===== config.mk =====
export PLATFORM = sky130hd
export DESIGN_NAME = c_subset_lexer
export DESIGN_NICKNAME = d
export VERILOG_FILES = /design/src/design/clx_pkg.sv /design/src/design/clx_core.sv /design/src/design/clx_fifo.sv /design/src/design/c_subset_lexer.sv
export SDC_FILE = /design/constraint.sdc
export NUM_CORES = 2
export LEC_CHECK = 0
export BUFFER_PORTS_ARGS = -buffer_cell sky130_fd_sc_hd__buf_2
export CAP_MARGIN = 20
export CORE_UTILIZATION = 30
export DETAILED_ROUTE_END_ITERATION = 10
export PLACE_DENSITY = 0.55
export SYNTH_ARGS = -nofsm -noshare
export SYNTH_HDL_FRONTEND = slang
export SYNTH_HIERARCHICAL = 1
export SYNTH_SLANG_ARGS = --single-unit
export TNS_END_PERCENT = 10

===== constraint.sdc =====
create_clock -name clk -period 12.7 [get_ports clk]
set_input_delay 2.54 -clock clk [delete_from_list [all_inputs] [get_ports clk]]
set_output_delay 2.54 -clock clk [all_outputs]
set_load 0.02 [all_outputs]

===== src/design/clx_pkg.sv =====
// Shared types, token codes and character tables for the C subset lexer.
`default_nettype none

package clx_pkg;

	localparam int IdentBytesDefault = 8;
	localparam int FifoDepthDefault  = 8;

	typedef enum logic [4:0] {
		KIND_LPAREN  = 5'd0,
		KIND_RPAREN  = 5'd1,
		KIND_LBRACE  = 5'd2,
		KIND_RBRACE  = 5'd3,
		KIND_SEMI    = 5'd4,
		KIND_COMMA   = 5'd5,
		KIND_ASSIGN  = 5'd6,
		KIND_PLUS    = 5'd7,
		KIND_MINUS   = 5'd8,
		KIND_SLASH   = 5'd9,
		KIND_STAR    = 5'd10,
		KIND_PERCENT = 5'd11,
		KIND_BANG    = 5'd12,
		KIND_TILDE   = 5'd13,
		KIND_INT     = 5'd14,
		KIND_RETURN  = 5'd15,
		KIND_NUMBER  = 5'd16,
		KIND_IDENT   = 5'd17,
		KIND_END     = 5'd18
	} token_kind_t;

	localparam logic [7:0] CharNul     = 8'h00;
	localparam logic [7:0] CharNewline = 8'h0A;
	localparam logic [7:0] CharSlash   = 8'h2F;
	localparam logic [7:0] CharStar    = 8'h2A;

	// Keyword spellings, first character in the lowest byte.
	localparam logic [63:0] WordReturn = 64'h0000_6E72_7574_6572;
	localparam logic [63:0] WordInt    = 64'h0000_0000_0074_6E69;

	typedef struct packed {
		logic [4:0]  kind;
		logic [31:0] num;
		logic [63:0] text;
		logic [7:0]  len;
		logic        last;
	} clx_token_t;

	// Tokens produced by one byte: count is 0, 1 or 2, tok0 goes out first.
	typedef struct packed {
		logic [1:0] count;
		clx_token_t tok0;
		clx_token_t tok1;
	} clx_push_t;

	typedef struct packed {
		logic        hit;
		token_kind_t kind;
	} clx_op_t;

	function automatic clx_op_t op_lookup(input logic [7:0] c);
		clx_op_t r;
		r.hit  = 1'b1;
		r.kind = KIND_LPAREN;
		case (c)
			8'h28: r.kind = KIND_LPAREN;
			8'h29: r.kind = KIND_RPAREN;
			8'h7B: r.kind = KIND_LBRACE;
			8'h7D: r.kind = KIND_RBRACE;
			8'h3B: r.kind = KIND_SEMI;
			8'h2C: r.kind = KIND_COMMA;
			8'h3D: r.kind = KIND_ASSIGN;
			8'h2B: r.kind = KIND_PLUS;
			8'h2D: r.kind = KIND_MINUS;
			8'h2F: r.kind = KIND_SLASH;
			8'h2A: r.kind = KIND_STAR;
			8'h25: r.kind = KIND_PERCENT;
			8'h21: r.kind = KIND_BANG;
			8'h7E: r.kind = KIND_TILDE;
			default: r.hit = 1'b0;
		endcase
		return r;
	endfunction

endpackage

`default_nettype wire


===== src/design/clx_core.sv =====
// Scanner state and the combinational token decision per source byte.
`default_nettype none

module clx_core
	import clx_pkg::*;
#(
	parameter int IDENT_BYTES = IdentBytesDefault
) (
	input  wire logic       clk,
	input  wire logic       arst_n,
	input  wire logic       in_valid,
	input  wire logic [7:0] in_byte,
	output clx_push_t       push
);

	localparam int StoredBytes = (IDENT_BYTES < 8) ? IDENT_BYTES : 8;

	typedef enum logic [2:0] {
		MODE_NORMAL = 3'd0,
		MODE_IDENT  = 3'd1,
		MODE_NUMBER = 3'd2,
		MODE_SLASH  = 3'd3,
		MODE_LINE   = 3'd4,
		MODE_BLOCK  = 3'd5,
		MODE_STAR   = 3'd6
	} mode_t;

	mode_t       mode_q, mode_d;
	logic [31:0] acc_q, acc_d;
	logic [63:0] buf_q, buf_d;
	logic [7:0]  cnt_q, cnt_d;

	clx_token_t tok_a, tok_b;
	logic       has_a, has_b, go_normal;
	logic       is_digit, is_letter;
	clx_op_t    op;

	assign is_digit = (in_byte >= 8'h30) && (in_byte <= 8'h39);
	assign is_letter = ((in_byte >= 8'h61) && (in_byte <= 8'h7A)) ||
		((in_byte >= 8'h41) && (in_byte <= 8'h5A));
	assign op = op_lookup(in_byte);

	always_comb begin
		mode_d    = mode_q;
		acc_d     = acc_q;
		buf_d     = buf_q;
		cnt_d     = cnt_q;
		tok_a     = '0;
		tok_b     = '0;
		has_a     = 1'b0;
		has_b     = 1'b0;
		go_normal = 1'b0;
		if (in_valid) begin
			case (mode_q)
				MODE_IDENT: begin
					if (is_letter || is_digit) begin
						if (cnt_q < 8'(StoredBytes))
							buf_d[{cnt_q[2:0], 3'b000} +: 8] = in_byte;
						if (cnt_q != 8'hFF)
							cnt_d = cnt_q + 8'd1;
					end else begin
						has_a = 1'b1;
						if (cnt_q == 8'd6 && buf_q == WordReturn) begin
							tok_a.kind = KIND_RETURN;
						end else if (cnt_q == 8'd3 && buf_q == WordInt) begin
							tok_a.kind = KIND_INT;
						end else begin
							tok_a.kind = KIND_IDENT;
							tok_a.text = buf_q;
							tok_a.len  = cnt_q;
						end
						buf_d     = '0;
						cnt_d     = '0;
						go_normal = 1'b1;
					end
				end
				MODE_NUMBER: begin
					if (is_digit) begin
						// Times ten as two shifted copies, plus the new digit.
						acc_d = {acc_q[28:0], 3'b000} + {acc_q[30:0], 1'b0} +
							{28'd0, in_byte[3:0]};
					end else begin
						has_a      = 1'b1;
						tok_a.kind = KIND_NUMBER;
						tok_a.num  = acc_q;
						acc_d      = '0;
						go_normal  = 1'b1;
					end
				end
				MODE_SLASH: begin
					if (in_byte == CharSlash) begin
						mode_d = MODE_LINE;
					end else if (in_byte == CharStar) begin
						mode_d = MODE_BLOCK;
					end else begin
						has_a      = 1'b1;
						tok_a.kind = KIND_SLASH;
						go_normal  = 1'b1;
					end
				end
				MODE_LINE, MODE_BLOCK, MODE_STAR: begin
					if (in_byte == CharNul) begin
						has_b      = 1'b1;
						tok_b.kind = KIND_END;
						mode_d     = MODE_NORMAL;
						acc_d      = '0;
						buf_d      = '0;
						cnt_d      = '0;
					end else if (mode_q == MODE_LINE) begin
						if (in_byte == CharNewline)
							mode_d = MODE_NORMAL;
					end else if (mode_q == MODE_BLOCK) begin
						if (in_byte == CharStar)
							mode_d = MODE_STAR;
					end else begin
						if (in_byte == CharSlash)
							mode_d = MODE_NORMAL;
						else if (in_byte != CharStar)
							mode_d = MODE_BLOCK;
					end
				end
				default: go_normal = 1'b1;
			endcase

			// Plain scanning of the byte, also after a pending token closed.
			if (go_normal) begin
				mode_d = MODE_NORMAL;
				if (in_byte == CharNul) begin
					has_b      = 1'b1;
					tok_b.kind = KIND_END;
					acc_d      = '0;
					buf_d      = '0;
					cnt_d      = '0;
				end else if (in_byte == CharSlash) begin
					mode_d = MODE_SLASH;
				end else if (op.hit) begin
					has_b      = 1'b1;
					tok_b.kind = op.kind;
				end else if (is_letter) begin
					buf_d  = {56'd0, in_byte};
					cnt_d  = 8'd1;
					mode_d = MODE_IDENT;
				end else if (is_digit) begin
					acc_d  = {28'd0, in_byte[3:0]};
					mode_d = MODE_NUMBER;
				end
			end
		end

		push.count     = {has_a & has_b, has_a ^ has_b};
		push.tok0      = has_a ? tok_a : tok_b;
		push.tok0.last = !(has_a && has_b);
		push.tok1      = tok_b;
		push.tok1.last = 1'b1;
	end

	always_ff @(posedge clk or negedge arst_n) begin
		if (!arst_n) begin
			mode_q <= MODE_NORMAL;
			acc_q  <= '0;
			buf_q  <= '0;
			cnt_q  <= '0;
		end else begin
			mode_q <= mode_d;
			acc_q  <= acc_d;
			buf_q  <= buf_d;
			cnt_q  <= cnt_d;
		end
	end

`ifndef SYNTHESIS
	a_end_clears: assert property (@(posedge clk) disable iff (!arst_n)
		in_valid && in_byte == CharNul |=>
		mode_q == MODE_NORMAL && acc_q == '0 && buf_q == '0 && cnt_q == '0)
		else $error("zero byte did not return the scanner to its reset state");
	a_pair_order: assert property (@(posedge clk) disable iff (!arst_n)
		push.count == 2'd2 |-> push.tok1.last && !push.tok0.last &&
		push.tok1.kind != KIND_NUMBER && push.tok1.kind != KIND_IDENT)
		else $error("two-token word has wrong ordering or last flags");
	a_comment_quiet: assert property (@(posedge clk) disable iff (!arst_n)
		in_valid && in_byte != CharNul &&
		(mode_q == MODE_LINE || mode_q == MODE_BLOCK || mode_q == MODE_STAR)
		|-> push.count == 2'd0)
		else $error("token produced inside a comment");
`endif

endmodule

`default_nettype wire


===== src/design/clx_fifo.sv =====
// Token queue: takes up to two tokens per cycle, gives one on out_ready.
`default_nettype none

module clx_fifo
	import clx_pkg::*;
#(
	parameter int DEPTH = FifoDepthDefault
) (
	input  wire logic  clk,
	input  wire logic  arst_n,
	input  clx_push_t  push,
	output logic       room,
	output logic       out_valid,
	input  wire logic  out_ready,
	output clx_token_t out_tok
);

	localparam int AW = $clog2(DEPTH);

	clx_token_t      entries_q [DEPTH];
	logic [AW-1:0]   wr_ptr_q, rd_ptr_q;
	logic [AW:0]     count_q;
	logic            pop;
	logic [AW-1:0]   wr_ptr_next;

	assign pop         = out_valid && out_ready;
	assign out_valid   = (count_q != '0);
	assign out_tok     = entries_q[rd_ptr_q];
	assign wr_ptr_next = wr_ptr_q + AW'(1);
	// Space for the word in the input register and one more behind it.
	assign room        = (count_q <= (AW + 1)'(DEPTH - 4));

	always_ff @(posedge clk) begin
		if (push.count != 2'd0)
			entries_q[wr_ptr_q] <= push.tok0;
		if (push.count == 2'd2)
			entries_q[wr_ptr_next] <= push.tok1;
	end

	always_ff @(posedge clk or negedge arst_n) begin
		if (!arst_n) begin
			wr_ptr_q <= '0;
			rd_ptr_q <= '0;
			count_q  <= '0;
		end else begin
			wr_ptr_q <= wr_ptr_q + AW'(push.count);
			if (pop)
				rd_ptr_q <= rd_ptr_q + AW'(1);
			count_q <= count_q + (AW + 1)'(push.count) - (AW + 1)'(pop);
		end
	end

`ifndef SYNTHESIS
	a_no_overflow: assert property (@(posedge clk) disable iff (!arst_n)
		(AW + 2)'(count_q) + (AW + 2)'(push.count) <= (AW + 2)'(DEPTH))
		else $error("token queue overflow");
	a_count_bound: assert property (@(posedge clk) disable iff (!arst_n)
		count_q <= (AW + 1)'(DEPTH))
		else $error("token queue count out of range");
`endif

endmodule

`default_nettype wire


===== src/design/c_subset_lexer.sv =====
// Top level of the C subset lexer: input register, scanner and token queue.
// The input register holds each accepted byte for the scanner; its tokens queue for m_tdata.
// Throughput: one byte per cycle; the queue drains one token per cycle while m_tready is
// high and absorbs two-token bytes; tready drops while more than FIFO_DEPTH - 4 tokens wait.
// Reset: arst_n clears the scanner to normal mode, empties the queue and the input register.
`default_nettype none

module c_subset_lexer
	import clx_pkg::*;
#(
	parameter int IDENT_BYTES = IdentBytesDefault,  // identifier bytes, 6 to 32; at most 8 stored
	parameter int FIFO_DEPTH  = FifoDepthDefault    // token queue entries, power of two, 8 up
) (
	input  wire logic         clk,
	input  wire logic         arst_n,
	// Source byte stream.
	input  wire logic         s_tvalid,
	output logic              s_tready,
	input  wire logic [7:0]   s_tdata,   // [7:0] char_byte
	// Token stream.
	output logic              m_tvalid,
	input  wire logic         m_tready,
	output logic [111:0]      m_tdata,   // [4:0] token_kind, [36:5] number_value,
	                                     // [100:37] ident_text, [108:101] ident_length, zero pad
	output logic              m_tlast    // last_of_run: final token caused by one byte
);

	logic       valid_s1;
	logic [7:0] byte_s1;
	clx_push_t  push;
	clx_token_t head;
	logic       room;

	// The input register takes a word whenever the queue has room for both
	// the word already held here and the new one, two tokens each at most.
	assign s_tready = room;

	always_ff @(posedge clk or negedge arst_n) begin
		if (!arst_n) begin
			valid_s1 <= 1'b0;
		end else begin
			valid_s1 <= s_tvalid && s_tready;
		end
	end

	always_ff @(posedge clk) begin
		if (s_tvalid && s_tready)
			byte_s1 <= s_tdata;
	end

	// The scanner looks at the registered byte and decides all tokens it
	// causes in the same cycle, so its mode is current for the next byte.
	clx_core #(
		.IDENT_BYTES(IDENT_BYTES)
	) u_core (
		.clk     (clk),
		.arst_n  (arst_n),
		.in_valid(valid_s1),
		.in_byte (byte_s1),
		.push    (push)
	);

	// Tokens wait here until the sink takes them; the head entry is the
	// output register.
	clx_fifo #(
		.DEPTH(FIFO_DEPTH)
	) u_fifo (
		.clk      (clk),
		.arst_n   (arst_n),
		.push     (push),
		.room     (room),
		.out_valid(m_tvalid),
		.out_ready(m_tready),
		.out_tok  (head)
	);

	assign m_tdata = {3'b000, head.len, head.text, head.num, head.kind};
	assign m_tlast = head.last;

endmodule

`default_nettype wire


==> results.md <==
* Worst reg-to-reg setup slack at 5.62 ns
* Vias per cell at 5.15
* Worst path cell trace: and4bb_1 -> and2_1 -> a21oi_1 -> o31ai_2 -> nand2_1 -> a31oi_1 -> inv_1 -> ha_1 -> nand4b_1 -> nor2_4 -> buf_4 -> buf_4 -> mux2_2
* Core Area at 177000 um2
* Mapped cell area at around 54000 um2
* Crit path time final at between 7 and 8 ns
* CTS tree: yes
* Outcome: finished clean
* CP top delay family: simple AND/OR/NAND/NOR gates
* YS warnings at 6
* DP Wirelength at 85.3 mm
* XOR/XNOR Fraction of Synth Area at 0.452%
* GRT overflow at 0
* First-pass GRT wire length at around 220 mm
* Root Driver: clkbuf_16
* Die area at 181000 um2
* Sw Ratio at 32.9%
* Vias in the first global route at 31900
* Ys async rst share at 11.7%
* Number of placed cells counting well taps at 5714
* Pleak at 22.9 nW
* R2R Path End: u_fifo/entries_q[6][41]
* Mux contribution to synthesized area at 30.1%
* Sequential cell area at a little under 30000 um2
* Port buffer count at 123
* Layout Skew at 0.0233 ns
* H-tree Lvls at 3
* Post-place setup slack at 5.74 ns
* Setup TNS at 0 ns
* Rows at about 150
* RSZ-0062 raised after global routing: no
* Antenna viol nets, final at 0
* Syn avg cell area at 15.8 um2
* DR vias at 30500
* Final std cells w/o fill at 5927
* Max-Cap Viols at 0
* Post-CTS Setup Bufs at 0
* Largest net degree at the start of global routing at 128
* Synthesized flop and latch total at 1006
* Final Max Slew Viols at 0
* Routed WL at 151 mm
* Clock slew at reported path FFs at 0.06 ns
* Min-delay src: u_core/acc_q[31]
* Post-route worst setup slack at 5.62 ns
* Final Setup Violations at 0
* Synth unique cells at 84
* Number of stages on the worst setup path at 13
* Critical path class: reg2reg
* Worst path buffer plus inverter count at 3
* Post-Synth Adder-Cell Area at 1.90%
* Slowest CP cell: edfxtp_1
* Power share of the clock group at 31.5%
* Tot GR Track Use at 16.7%
* Share of layout cells above drive strength 1 at 36.4%
* Arrival @ worst endpoint at 7.55 ns
* R2R cell count at 13
* EDFF count, synth at 888
* Hold crit path type: reg2reg
* Initial core utilization at a little under a third
* CP most frequent cell: buf_4
* Yosys top cell area share at 49.6%
* CTS Buffer Depth at 3
* Routed wire per std cell at 25.5 um
* Final worst path period share at 55.7%
* # resized after CTS at 0
* Largest stage delay, worst path at slightly below 0.9 ns
* Compound-Gate Fraction of Synth Area at around 4.2%
* Cts hold-fix bufs at 0
* Initial antenna violation count at 1
* Post-synthesis sequential area ratio at 55.1%
* Req. time, crit path at 13.17 ns
* Sink Count at 1006
* 1st-iter DRT viols at 2343
* Crit end category: register
* Worst vdd ir at 173 uV
* Pint at 6.79 mW
* Peak fanout along the critical path at 36
* Measured slew at the worst slew-check pin at 1.12 ns
* Residual DRC at 0
* Gpl congestion at 0.846
* Layout fillers at between 15000 and 20000
* Ports at 127
* Crit. Startpoint: byte_s1[5]
* Yosys top cell by area: edfxtp_1
* Power Dens Cells at 169 nW/um2
* Slew margin rel. at 25.1%
* DRT Pass-1 Iters at 5
* Top_reg_cell synth: edfxtp_1
* CP Launch Type: register
* Final hold violations at 0
* Seq pwr share at between 30% and 40%
* Area contributors post-synth: edfxtp_1 (50%), mux2_2 (15%), mux4_2 (9.2%), mux2_1 (6.1%), dfrtp_1 (5.5%)
* Area grow syn2layout at 11.6%
* Worst reg2reg path startpoint: byte_s1[5]
* Comb power frac at a little under a third
* Simple-Gate Fraction of Synth Area at 3.98%
* Worst-Skew Late Latency at 0.74 ns
* Post-layout nets at 3579
* Die Height at between 400 and 500 um
* Area of the multi-input gates at about 22000 um2
* Cells after synthesis at 3401
* FMAX at 141 MHz
* Main combinational cell family by area after synthesis: multiplexers
* Critical path capture point: u_fifo/entries_q[6][41]
* Die X at 425 um
* CTS Buf Count at 111
* Min-Delay Path Depth at 1
* P_sw at about 3.3 mW
-- worst min-delay path by stage --
stage	endpoint	slack [ns]
after floorplan	u_core/buf_q[23]	0.46
after global placement	u_core/buf_q[55]	0.50
after detailed placement	u_core/acc_q[31]	0.49
after CTS	u_core/acc_q[31]	0.51
after global routing	u_core/buf_q[31]	0.54
final	u_core/acc_q[31]	0.51
-- registers in the layout, summed over array words and instances, names as in the netlist --
register / flops
byte_s1: 8
u_core/acc_q: 32
u_core/buf_q: 64
u_core/cnt_q: 8
u_core/mode_q: 3
u_fifo/count_q: 4
u_fifo/entries_q: 880
u_fifo/rd_ptr_q: 3
u_fifo/wr_ptr_q: 3
valid_s1: 1
-- placed cells by master (no fill, tap or decap), types with 75 or more instances in the layout --
master | Yosys | routed
edfxtp_1 | 888 | 888
mux2_2 | 698 | 698
mux2_1 | 293 | 293
mux4_2 | 220 | 220
buf_2 | 84 | 125
and2_1 | 115 | 115
dfrtp_1 | 118 | 115
clkbuf_16 | 0 | 112
conb_1 | 3 | 108
a22o_1 | 78 | 78
ha_1 | 75 | 75
-- synthesized netlist by cell type, drive strengths merged, types with 5 or more instances --
library cell,instances
a211oi,10
a21o,16
a21oi,61
a22o,78
a32oi,5
and2,116
and3,8
buf,261
clkbuf,60
dfrtp,118
edfxtp,888
ha,75
inv,52
mux2,991
mux4,220
nand2,58
nand2b,7
nand3,33
nand4,10
nor2,50
nor2b,11
nor3,25
nor4,26
o211ai,6
o21a,11
o21ai,62
o21bai,5
o221ai,5
o22ai,10
o31ai,9
or3,7
xnor2,18
xor2,8
-- per-stage QoR --
step	total power [mW]	util, %	instance area, um2	hold WS [ns]
floorplan	6.09	-	54100	0.461
global placement	7.11	31.8	56300	0.498
detailed placement	7.10	31.8	56400	0.486
CTS	10.3	33.8	59900	0.512
global route	10.6	33.8	59900	0.541
finish	10.1	33.8	59900	0.510
-- routing by layer --
layer	up-vias	wire length [um]	GRT usage, %	share of wire (%)
met5	-	13	0	0.0086
met4	2	3190	4.03	2.1
met3	194	5890	2.04	3.9
met2	691	75300	28.4	50
met1	16100	66800	22.4	44
li1	13500	-	-	-
-- kinds of logic after synthesis --
family / Yosys count
mux: 1215
flops: 1006
simple gates: 382
buf+inv: 374
compound gates: 316
fa+ha+maj: 79
xor+xnor: 26
other cells: 3
-- layout make-up --
class / count / share of cell area (%)
flip-flops and latches: 1006 / 49.4
inverters: 53 / 0.332
well taps: 2340 / 4.89
clock buffers: 168 / 5.21
repair buffers: 190 / 1.99
clock inverters: 42 / 0.706
diodes: 2 / 0.00835
multi-input cells: 2126 / 37.4
-- power groups by stage --
stage                     Clock, mW  Sequential [mW]  Combinational, mW
after detailed placement          0             3.92               3.18
after floorplan                   0             3.78               2.31
final                          3.18             3.84               3.10
after global placement            0             3.92               3.19
after global routing           3.39             3.86               3.34
after CTS                      3.27             3.85               3.20
No activity file was read; power rests on OpenSTA's default activity.
